<file path="config.mk">
export PLATFORM = sky130hd
export DESIGN_NAME = morse_key_decoder_core
export DESIGN_NICKNAME = d
export VERILOG_FILES = /design/src/hw/rtl/mkd_pkg.sv /design/src/hw/rtl/morse_key_decoder_core.sv
export SDC_FILE = /design/constraint.sdc
export NUM_CORES = 1
export LEC_CHECK = 0
export BUFFER_PORTS_ARGS = -buffer_cell sky130_fd_sc_hd__buf_2
export CAP_MARGIN = 20
export CELL_PAD_IN_SITES_DETAIL_PLACEMENT = 1
export CELL_PAD_IN_SITES_GLOBAL_PLACEMENT = 2
export CORE_UTILIZATION = 34
export DETAILED_ROUTE_END_ITERATION = 10
export GPL_ROUTABILITY_DRIVEN = 0
export GPL_TIMING_DRIVEN = 0
export PLACE_DENSITY = 0.81
export REMOVE_ABC_BUFFERS = 1
export SYNTH_ARGS = -nofsm -noshare
export SYNTH_HDL_FRONTEND = slang
export SYNTH_SLANG_ARGS = --single-unit
</file>
<file path="constraint.sdc">
create_clock -name clk -period 8.19 [get_ports clk]
set_input_delay 1.2285 -clock clk [delete_from_list [all_inputs] [get_ports clk]]
set_output_delay 1.2285 -clock clk [all_outputs]
set_load 0.02 [all_outputs]
</file>
<file path="src/hw/rtl/mkd_pkg.sv">
// ----------------------------------------------------------------------------
// mkd_pkg - shared types and constants of the Morse key decoder
// Event codes, register indexes, reset values and the letter/digit table.
// ----------------------------------------------------------------------------
package mkd_pkg;

  // Event kinds on the result channel
  localparam logic [1:0] EV_KEY       = 2'd0;
  localparam logic [1:0] EV_BACKSPACE = 2'd1;
  localparam logic [1:0] EV_HAPTIC    = 2'd2;

  // Configuration register indexes
  localparam int unsigned REG_IDX_W = 2;
  localparam logic [REG_IDX_W-1:0] REG_DOT_LIMIT    = 2'd0;
  localparam logic [REG_IDX_W-1:0] REG_LETTER_GAP   = 2'd1;
  localparam logic [REG_IDX_W-1:0] REG_REPEAT_GUARD = 2'd2;

  // Register reset values
  localparam logic [15:0] DOT_LIMIT_RST    = 16'd250;
  localparam logic [15:0] LETTER_GAP_RST   = 16'd1000;
  localparam logic [15:0] REPEAT_GUARD_RST = 16'd300;

  // Key codes
  localparam logic [7:0] KEY_A         = 8'h41;
  localparam logic [7:0] KEY_0         = 8'h30;
  localparam logic [7:0] KEY_BACKSPACE = 8'h08;
  localparam logic [7:0] KEY_NONE      = 8'h00;

  localparam logic [15:0] TYPED_MAX = 16'hFFFF;

  // Result queue
  localparam int unsigned RQ_DEPTH = 4;
  localparam int unsigned RQ_PTR_W = 2;
  localparam int unsigned RQ_CNT_W = 3;

  // Letter/digit table: bit j of the pattern set means symbol j is a dash
  localparam int unsigned N_CODES   = 36;
  localparam int unsigned N_LETTERS = 26;

  localparam logic [2:0] CODE_LEN [N_CODES] = '{
    3'd2, 3'd4, 3'd4, 3'd3, 3'd1, 3'd4, 3'd3, 3'd4, 3'd2, 3'd4,
    3'd3, 3'd4, 3'd2, 3'd2, 3'd3, 3'd4, 3'd4, 3'd3, 3'd3, 3'd1,
    3'd3, 3'd4, 3'd3, 3'd4, 3'd4, 3'd4,
    3'd5, 3'd5, 3'd5, 3'd5, 3'd5, 3'd5, 3'd5, 3'd5, 3'd5, 3'd5
  };

  localparam logic [4:0] CODE_PAT [N_CODES] = '{
    5'd2,  5'd1,  5'd5,  5'd1,  5'd0,  5'd4,  5'd3,  5'd0,  5'd0,  5'd14,
    5'd5,  5'd2,  5'd3,  5'd1,  5'd7,  5'd6,  5'd11, 5'd2,  5'd0,  5'd1,
    5'd4,  5'd8,  5'd6,  5'd9,  5'd13, 5'd3,
    5'd31, 5'd30, 5'd28, 5'd24, 5'd16, 5'd0,  5'd1,  5'd3,  5'd7,  5'd15
  };

  typedef struct packed {
    logic       hit;
    logic [7:0] code;
  } lookup_t;

  typedef struct packed {
    logic [1:0] kind;
    logic [7:0] code;
    logic       last;
  } result_t;

  // Pattern lookup; count and pattern are zero-extended by the caller
  function automatic lookup_t letter_lookup(input logic [3:0] count,
                                            input logic [7:0] pattern);
    lookup_t r;
    r = '0;
    for (int i = 0; i < N_CODES; i++) begin
      if (count == {1'b0, CODE_LEN[i]} && pattern == {3'b000, CODE_PAT[i]}) begin
        r.hit = 1'b1;
        if (i < N_LETTERS) begin
          r.code = KEY_A + 8'(i);
        end else begin
          r.code = KEY_0 + 8'(i - N_LETTERS);
        end
      end
    end
    return r;
  endfunction

endpackage

</file>
<file path="src/hw/rtl/morse_key_decoder_core.sv">
// ----------------------------------------------------------------------------
// morse_key_decoder_core - Morse key decoder
// Turns button polls into haptic pulse, decoded key and backspace events.
// ----------------------------------------------------------------------------
//
//  channel  | handshake               | payload
//  ---------+-------------------------+------------------------------------------
//  in       | in_valid / in_ready     | now_ms, button_key/erase/enter
//  out      | out_valid / out_ready   | event_kind, key_code, last
//  cfg      | cfg_wr_en               | cfg_index, cfg_data
//
//  One poll is taken per cycle. Its whole effect on the state is worked out in
//  the accepting cycle and its zero to two results land in a four-entry queue.
//  The queue is registered and hands its results to out in arrival order.
//  in_ready drops while the queue has fewer than two free slots; the queue
//  drain of one result a cycle bounds the rate when polls make two results.
//  rst (synchronous) restores register defaults and empties the queue.
//
module morse_key_decoder_core #(
  parameter int MAX_SYMBOLS = 5
) (
  input  logic                           clk,
  input  logic                           rst,
  // poll requests
  input  logic                           in_valid,
  output logic                           in_ready,
  input  logic [31:0]                    now_ms,
  input  logic                           button_key,
  input  logic                           button_erase,
  input  logic                           button_enter,
  // event requests
  output logic                           out_valid,
  input  logic                           out_ready,
  output logic [1:0]                     event_kind,
  output logic [7:0]                     key_code,
  output logic                           last,
  // configuration
  input  logic                           cfg_wr_en,
  input  logic [mkd_pkg::REG_IDX_W-1:0]  cfg_index,
  input  logic [15:0]                    cfg_data
);

  localparam int CNT_W = $clog2(MAX_SYMBOLS + 2);
  localparam logic [CNT_W-1:0] CNT_FULL = CNT_W'(MAX_SYMBOLS);
  localparam logic [CNT_W-1:0] CNT_OVER = CNT_W'(MAX_SYMBOLS + 1);
  localparam logic [mkd_pkg::RQ_CNT_W-1:0] RQ_ROOM =
    mkd_pkg::RQ_CNT_W'(mkd_pkg::RQ_DEPTH - 2);

  // Configuration registers
  logic [15:0] dot_limit_ms;
  logic [15:0] letter_gap_ms;
  logic [15:0] repeat_guard_ms;

  // Decoder state
  logic                   key_held;
  logic [31:0]            press_start;
  logic [31:0]            last_symbol_time;
  logic [MAX_SYMBOLS-1:0] symbol_pattern;
  logic [CNT_W-1:0]       symbol_count;
  logic [31:0]            last_erase_time;
  logic [31:0]            last_enter_time;
  logic [15:0]            typed_count;

  // Result queue
  mkd_pkg::result_t               rq [mkd_pkg::RQ_DEPTH];
  logic [mkd_pkg::RQ_PTR_W-1:0]   wr_ptr;
  logic [mkd_pkg::RQ_PTR_W-1:0]   rd_ptr;
  logic [mkd_pkg::RQ_CNT_W-1:0]   rq_count;

  // Poll evaluation
  logic                   in_fire;
  logic                   out_fire;
  logic                   press;
  logic                   release_edge;
  logic                   is_dash;
  logic [31:0]            press_dur;
  logic [31:0]            since_symbol;
  logic [31:0]            since_erase;
  logic [31:0]            since_enter;
  logic                   letter_done;
  mkd_pkg::lookup_t       found;
  logic                   key_out;
  logic                   erase_ok;
  logic                   enter_ok;
  logic [15:0]            typed_dec;
  logic [15:0]            typed_ers;
  logic [15:0]            typed_count_next;
  logic [MAX_SYMBOLS-1:0] pattern_add;
  logic [1:0]             n_res;
  mkd_pkg::result_t       res0;
  mkd_pkg::result_t       res1;

  assign in_fire  = in_valid && in_ready;
  assign out_fire = out_valid && out_ready;
  assign in_ready = (rq_count <= RQ_ROOM);

  // Key edges
  assign press        = button_key && !key_held;
  assign release_edge = !button_key && key_held;
  assign press_dur    = now_ms - press_start;
  assign is_dash      = (press_dur >= {16'd0, dot_limit_ms});

  always_comb begin
    for (int j = 0; j < MAX_SYMBOLS; j++) begin
      pattern_add[j] = symbol_pattern[j] || (is_dash && symbol_count == CNT_W'(j));
    end
  end

  // Letter timeout: a release restarts the gap, so it never ends a letter too
  assign since_symbol = now_ms - last_symbol_time;
  assign letter_done  = !release_edge && (symbol_count != '0) &&
                        (since_symbol > {16'd0, letter_gap_ms});
  assign found        = mkd_pkg::letter_lookup(4'(symbol_count), 8'(symbol_pattern));
  assign key_out      = letter_done && found.hit;

  assign typed_dec = (key_out && typed_count != mkd_pkg::TYPED_MAX) ?
                     typed_count + 16'd1 : typed_count;

  // Erase and enter, each rate-limited by the guard
  assign since_erase = now_ms - last_erase_time;
  assign since_enter = now_ms - last_enter_time;
  assign erase_ok    = button_erase && (since_erase > {16'd0, repeat_guard_ms}) &&
                       (typed_dec != 16'd0);
  assign enter_ok    = button_enter && (since_enter > {16'd0, repeat_guard_ms});

  assign typed_ers = erase_ok ? typed_dec - 16'd1 : typed_dec;
  assign typed_count_next = (enter_ok && typed_ers != mkd_pkg::TYPED_MAX) ?
                            typed_ers + 16'd1 : typed_ers;

  // Results in order: haptic or decoded key (never both), then backspace
  always_comb begin
    res0 = '0;
    res1 = '0;
    n_res = 2'd0;
    if (release_edge || key_out) begin
      res0.kind = release_edge ? mkd_pkg::EV_HAPTIC : mkd_pkg::EV_KEY;
      res0.code = release_edge ? mkd_pkg::KEY_NONE : found.code;
      if (erase_ok) begin
        res1.kind = mkd_pkg::EV_BACKSPACE;
        res1.code = mkd_pkg::KEY_BACKSPACE;
        res1.last = 1'b1;
        n_res = 2'd2;
      end else begin
        res0.last = 1'b1;
        n_res = 2'd1;
      end
    end else if (erase_ok) begin
      res0.kind = mkd_pkg::EV_BACKSPACE;
      res0.code = mkd_pkg::KEY_BACKSPACE;
      res0.last = 1'b1;
      n_res = 2'd1;
    end
  end

  // Configuration writes; unknown indexes are dropped
  always_ff @(posedge clk) begin
    if (rst) begin
      dot_limit_ms    <= mkd_pkg::DOT_LIMIT_RST;
      letter_gap_ms   <= mkd_pkg::LETTER_GAP_RST;
      repeat_guard_ms <= mkd_pkg::REPEAT_GUARD_RST;
    end else if (cfg_wr_en) begin
      case (cfg_index)
        mkd_pkg::REG_DOT_LIMIT:    dot_limit_ms    <= cfg_data;
        mkd_pkg::REG_LETTER_GAP:   letter_gap_ms   <= cfg_data;
        mkd_pkg::REG_REPEAT_GUARD: repeat_guard_ms <= cfg_data;
        default: ;
      endcase
    end
  end

  // Decoder state update, one poll per accepted request
  always_ff @(posedge clk) begin
    if (rst) begin
      key_held         <= 1'b0;
      press_start      <= '0;
      last_symbol_time <= '0;
      symbol_pattern   <= '0;
      symbol_count     <= '0;
      last_erase_time  <= '0;
      last_enter_time  <= '0;
      typed_count      <= '0;
    end else if (in_fire) begin
      if (press) begin
        key_held    <= 1'b1;
        press_start <= now_ms;
      end else if (release_edge) begin
        key_held <= 1'b0;
      end

      if (release_edge) begin
        last_symbol_time <= now_ms;
        if (symbol_count < CNT_FULL) begin
          symbol_pattern <= pattern_add;
          symbol_count   <= symbol_count + CNT_W'(1);
        end else begin
          // overlong: mark it and ignore further symbols
          symbol_count <= CNT_OVER;
        end
      end else if (letter_done) begin
        symbol_pattern <= '0;
        symbol_count   <= '0;
      end

      if (erase_ok) begin
        last_erase_time <= now_ms;
      end
      if (enter_ok) begin
        last_enter_time <= now_ms;
      end
      typed_count <= typed_count_next;
    end
  end

  // Result queue control
  always_ff @(posedge clk) begin
    if (rst) begin
      wr_ptr   <= '0;
      rd_ptr   <= '0;
      rq_count <= '0;
    end else begin
      if (in_fire) begin
        wr_ptr <= wr_ptr + mkd_pkg::RQ_PTR_W'(n_res);
      end
      if (out_fire) begin
        rd_ptr <= rd_ptr + 1'b1;
      end
      rq_count <= rq_count + (in_fire ? mkd_pkg::RQ_CNT_W'(n_res) : '0)
                           - mkd_pkg::RQ_CNT_W'(out_fire);
    end
  end

  // Result queue storage
  always_ff @(posedge clk) begin
    if (in_fire && n_res != 2'd0) begin
      rq[wr_ptr] <= res0;
    end
    if (in_fire && n_res == 2'd2) begin
      rq[wr_ptr + 1'b1] <= res1;
    end
  end

  assign out_valid  = (rq_count != '0);
  assign event_kind = rq[rd_ptr].kind;
  assign key_code   = rq[rd_ptr].code;
  assign last       = rq[rd_ptr].last;

endmodule

</file>
==> Word-level counts from Yosys, hierarchy flattened <==
Memories as Yosys holds them, arrays and structs flattened. A register that Yosys moved wholly into a read port is not among the register bits.
Cells that the tools add are included.
{ "totals": {"register_bits": 208, "ramBits": 44, "input_bits": 58, "output_inout_bits": 13, "mem_count": 1} }
{ "mem_list": {"columns": ["name", "words", "width", "read_ports", "rd_clocked_by_memory_dff", "write_ports", "line_no", "rtl"], "rows": [
  ["rq", 4, 11, 1, 1, 2, "morse_key_decoder_core.sv:65", "mkd_pkg::result_t rq [mkd_pkg::RQ_DEPTH];"]
]} }
{ "op_classes": {"add_sub_neg": 13, "order_cmp": 6, "eq_ne": 29, "n_mux": 63, "n_reduce_logical": 83} }
{ "op_table": {"columns": ["op", "count"], "rows": [
  ["9-bit 2-to-1 mux", 36],
  ["32-bit subtractor", 4],
  ["32-bit by 16-bit greater-than comparator with 1-bit output", 3],
  ["1-bit logical AND", 55],
  ["16-bit 2-to-1 mux", 3],
  ["16-bit by 1-bit adder with 16-bit output (second input constant)", 2],
  ["32-bit by 16-bit >= comparator with 1-bit output", 1],
  ["16-bit inequality test (second input constant)", 2],
  ["5-bit by 4-bit == test with 1-bit output (second input constant)", 6],
  ["5-bit == test (second input constant)", 5],
  ["5-bit by 3-bit == test with 1-bit output (second input constant)", 4],
  ["10-bit 2-to-1 mux", 2],
  ["2-bit AND reduction", 9],
  ["16-bit nonzero test", 1],
  ["16-bit by 1-bit subtractor with 16-bit output (second input constant)", 1],
  ["5-bit 2-to-1 mux", 3],
  ["2-bit 2-to-1 mux", 6],
  ["11-bit 2-to-1 mux", 1],
  ["5-bit by 2-bit == test with 1-bit output (second input constant)", 2],
  ["3-bit 2-to-1 mux", 3],
  ["1-bit 2-to-1 mux", 8],
  ["8-bit 2-to-1 mux", 1],
  ["3-bit by 2-bit == test with 1-bit output (second input constant)", 2],
  ["3-bit == test (second input constant)", 2],
  ["other kinds (20)", 32]
]} }

==> Depth between registers and ports, before layout <==
{ "depth": {"word_depth": 49, "mapped_depth": 39, "depth_no_buf": 36} }

==> Least setup slack after synthesis <==
No wires, ideal clock.
{ "synth_path": {"path_type": "in2reg", "start": "input now_ms[0]", "end": "register typed_count[5]", "setup_ns": 0.123, "arrival_time_ns": 8.387, "setup_slack_ns": -0.321, "cell_stages": 38, "n_path_buf": 3, "path_cell_list": "inv_1 ha_1 inv_1 fa_1 a21oi_1 o22ai_1 o21ai_0 xnor2_1 ha_1 o21ai_0 o21bai_1 a2111oi_0 o21ai_0 o22a_1 nor4_1 nand4_1 nor3_1 a31o_2 [2 not listed] xnor2_1 ha_1 inv_1 a2111o_1 o2bb2a_1 clkbuf_2 a31oi_1 buf_2 xnor2_1 ha_1 inv_1 a2111oi_0 a31o_2 nand3_1 o21a_1 a21boi_0 a311oi_1 mux2_1"} }
{ "synth_via": {"elab_chain_len": 12} }
{ "synth_lines": {"columns": ["item", "line_no", "rtl"], "rows": [
  ["from (decl)", "morse_key_decoder_core.sv:27", "input logic [31:0] now_ms,"],
  ["branches (longest 11 deep; another with 32-bit subtractor)", null, null],
  ["16-bit 2-to-1 mux *", "morse_key_decoder_core.sv:127", "assign typed_count_next = (enter_ok && typed_ers != mkd_pkg::TYPED_MAX) ?"],
  ["to (signal assigned)", "morse_key_decoder_core.sv:210", "typed_count <= typed_count_next;"],
  ["to (decl)", "morse_key_decoder_core.sv:62", "logic [15:0] typed_count;"]
]} }
Every way passes the cells marked *.
A chain may end at the register's enable or synchronous reset.

==> Worst setup path in the final report <==
Same ends and word-level chain as after synthesis.

==> impl_metrics.py <==
metrics = {
    "min_path": {
        "hold_path.class": "register to register",
        "hold_end": "last_erase_time[21]$_SDFFE_PP0P_",
        "min_from": "last_erase_time[21]$_SDFFE_PP0P_",
        "hold_depth": 2,
    },
    "synthesis": {
        "synth_edf_count": 12,
        "ys.flop_type": "dfxtp_1",
        "avgSynthCellArea_um2": 7.479,
        "netlist-cell-type-count": 97,
        "synth_area_um2": 20210,
        "synthArstFlopShare": 0,
        "ys_seq_elements": 250,
        "yosysSeqAreaShare": 0.2536,
        "netlist_instances": 2702,
        "ys_warn_count": 0,
    },
    "worst_setup_path": {
        "worstPathRequired_ns": 8.62,
        "critical_path_arrival_ns": 8.45,
        "critPathCaptureType": "register",
        "critPathMaxFanout": 5,
        "regToRegSetupSlack_ns": 0.52,
        "r2r_start": "last_symbol_time[1]$_SDFFE_PP0P_",
        "startpoint_type": "primary input",
        "crit_slowest_cell": "fa_2",
        "r2r_cells": 37,
        "r2r_end": "typed_count[5]$_SDFFE_PP0P_",
        "crit_path_max_incr_delay_ns": 0.42,
        "path_class": "primary input to register",
    },
    "grt": {
        "grt_util_all_layers": 0.2103,
        "grt_pass1_vias": 20300,
        "globalRouteOverflowTotal": 0,
        "grt_start_max_net_pins": 107,
        "antenna_found_initial": 0,
        "grt_pass1_wl_um": 103600,
    },
    "floorplan": {
        "io_pins": 71,
        "core_area_um2": 58910,
        "start_util": 0.3431,
        "rows": 89,
        "die_h_um": 245.8,
        "fp.dieW_um": 245.8,
        "die-area_um2": 60420,
    },
    "clock_tree": {
        "htreeDepth": 2,
        "cts_tree": "built",
        "clkTransAtPathRegs_ns": 0.06,
        "clk_path_buf_depth": 3,
        "cts-root-buf": "clkbuf_16",
        "cts.sinks": 250,
        "clk_latency_ns": 0.55,
        "hold_buffers": 0,
        "numCtsBuffers": 34,
    },
    "power_and_ir_drop": {
        "peakVddDrop_mv": 0.2008,
        "p_leak_nw": 8.871,
        "powerDensity_nw_per_um2": 208.8,
        "totalPowerFinal_w": 0.004890,
    },
    "layout": {
        "final_common_cell": "nand2_1",
        "nets": 3019,
        "most-common-layout-cells": "nand2_1, a21oi_1, inv_1",
        "drive_above_1_share": 0.1059,
        "fill_cells": 7204,
        "post-route-util": 0.3976,
        "areaGrowthSynthToFinish_pct": 15.89,
        "num_antenna_cells": 0,
        "finalInstanceArea_um2": 23420,
    },
    "drt": {
        "drcViolationCount": 0,
        "vias": 19340,
        "wl_per_cell_um": 18.13,
        "drtPass1Iterations": 5,
        "first_iter_violations": 803,
        "vias_per_cell": 5.450,
        "ant_nets": 0,
        "wirelength_um": 64340,
    },
    "timing": {
        "whs_ns": 0.4529,
        "fmax_mhz": 124.6,
        "worst_slew_pin_slew_ns": 1.015,
        "period_minus_slack_ns": 8.026,
        "max_slew_margin": 0.3062,
        "fin_tns_setup_ns": 0,
        "rsz0062_at_grt": "true",
        "min_period_over_period": 0.9800,
        "setup_viol": 0,
        "clock_skew_ns": 0.01678,
        "finalHoldViolCount": 0,
        "maxSlewViolCount": 0,
    },
    "outcome": {
        "status": "completed",
    },
    "place": {
        "placed_area_um2": 21310,
        "place_hpwl_um": 47990,
        "port_buffers": 69,
    },
    "flow_run": {
        "drv_cap": 0,
    },
}
-- cell usage after synthesis, types with 26 or more instances --
master    count  share of area
a211oi_1     26         0.0097
nor2b_1      27         0.0084
nor3_1       62          0.015
nand2_1     418          0.078
ha_1        206           0.13
clkbuf_1    100          0.019
nand4_1      30         0.0093
xor2_1       43          0.019
nand2b_1     32         0.0099
mux2i_1      54          0.027
dfxtp_1     238           0.24
a21oi_1     265          0.066
o21ai_0     142          0.035
inv_1       254          0.047
a21o_1       40          0.015
nand3_1      54          0.013
nor2_1      195          0.036
xnor2_1      81          0.035
-- layer usage --
layer / share of wire / vias to the layer above / wire length (um) / GRT usage
met1: 0.45 / 9419 / 29020 / 0.2547
met2: 0.50 / 244 / 32310 / 0.3841
met3: 0.024 / 80 / 1564 / 0.02325
li1: - / 9595 / - / -
met5: 0 / - / 0 / 0
met4: 0.022 / 0 / 1433 / 0.06558
-- flip-flops by register name, summed over array words and instances (netlist names), 5 cells and up, named ones only --
| signal | flops |
|---|---|
| letter_gap_ms | 16 |
| press_start | 32 |
| typed_count | 16 |
| last_erase_time | 32 |
| last_symbol_time | 32 |
| symbol_pattern | 5 |
| last_enter_time | 32 |
| repeat_guard_ms | 16 |
| dot_limit_ms | 16 |
| rq | 40 |
-- stage by stage --
step | instances | setup slack [ns]
CTS | 3527 | 0.0009122
finish | 3548 | 0.1638
floorplan | 2590 | -0.4271
detailed placement | 3442 | -2.782
global placement | 3432 | -3.192
global route | 3548 | -0.1394
-- power breakdown --
group / switching [W] / leakage, nW / internal (W)
Combinational: 0.00114 / 6.29 / 0.000801
Clock: 0.000605 / 0.545 / 0.000914
Sequential: 0.000110 / 2.04 / 0.00132
-- area by class of cell --
| class | count | area (um^2) | area share |
|---|---|---|---|
| flip-flops and latches | 250 | 5125 | 0.2188 |
| clock inverters | 13 | 163.9 | 0.006998 |
| inverters | 254 | 962.2 | 0.04108 |
| well taps | 773 | 967.2 | 0.04129 |
| clock buffers | 48 | 954.7 | 0.04076 |
| repair buffers | 124 | 933.4 | 0.03985 |
| multi-input cells | 2086 | 14320 | 0.6112 |
-- cells by family (layout without fill, tap and decap cells) --
logic type | Yosys count | count (layout) | synth area share
compound gates | 725 | 725 | 0.2290
xor+xnor | 127 | 127 | 0.05677
fa+ha+maj | 211 | 211 | 0.1325
buf+inv | 366 | 439 | 0.06897
flops | 250 | 250 | 0.2536
mux | 68 | 68 | 0.04012
other cells | 1 | 1 | 0.0001856
simple gates | 954 | 954 | 0.2189
-- critical path, delay by kind of cell --
| family | cells | cell delay [ns] |
|---|---|---|
| AO/OA/AOI/OAI | 15 | 3.25 |
| adder cells (fa/ha/maj) | 5 | 1.34 |
| AND/OR/NAND/NOR | 6 | 1.09 |
| multiplexers | 3 | 0.76 |
| buffers and inverters | 7 | 0.68 |
| XOR/XNOR | 1 | 0.06 |
-- worst max-delay path by stage --
stage | startpoint | slack (ns) | depth (start not counted) | endpoint
after floorplan | now_ms[0] | -0.43 | 35 | typed_count[5]$_SDFFE_PP0P_
after global placement | now_ms[0] | -3.19 | 30 | last_erase_time[6]$_SDFFE_PP0P_
after detailed placement | now_ms[0] | -2.78 | 37 | typed_count[5]$_SDFFE_PP0P_
after CTS | now_ms[1] | 0.0009 | 37 | typed_count[5]$_SDFFE_PP0P_
after global routing | now_ms[1] | -0.14 | 38 | typed_count[5]$_SDFFE_PP0P_
final | now_ms[0] | 0.16 | 37 | typed_count[5]$_SDFFE_PP0P_
-- what timing repair did --
action                                  4_1_cts  5_1_grt
cloned                                        0        0
pin swaps                                    30       46
endpoints found under the setup margin      105       18
buffers inserted                             24       20
gates resized for setup                      58       63
Note: power is estimated with default switching activity, not from simulation.
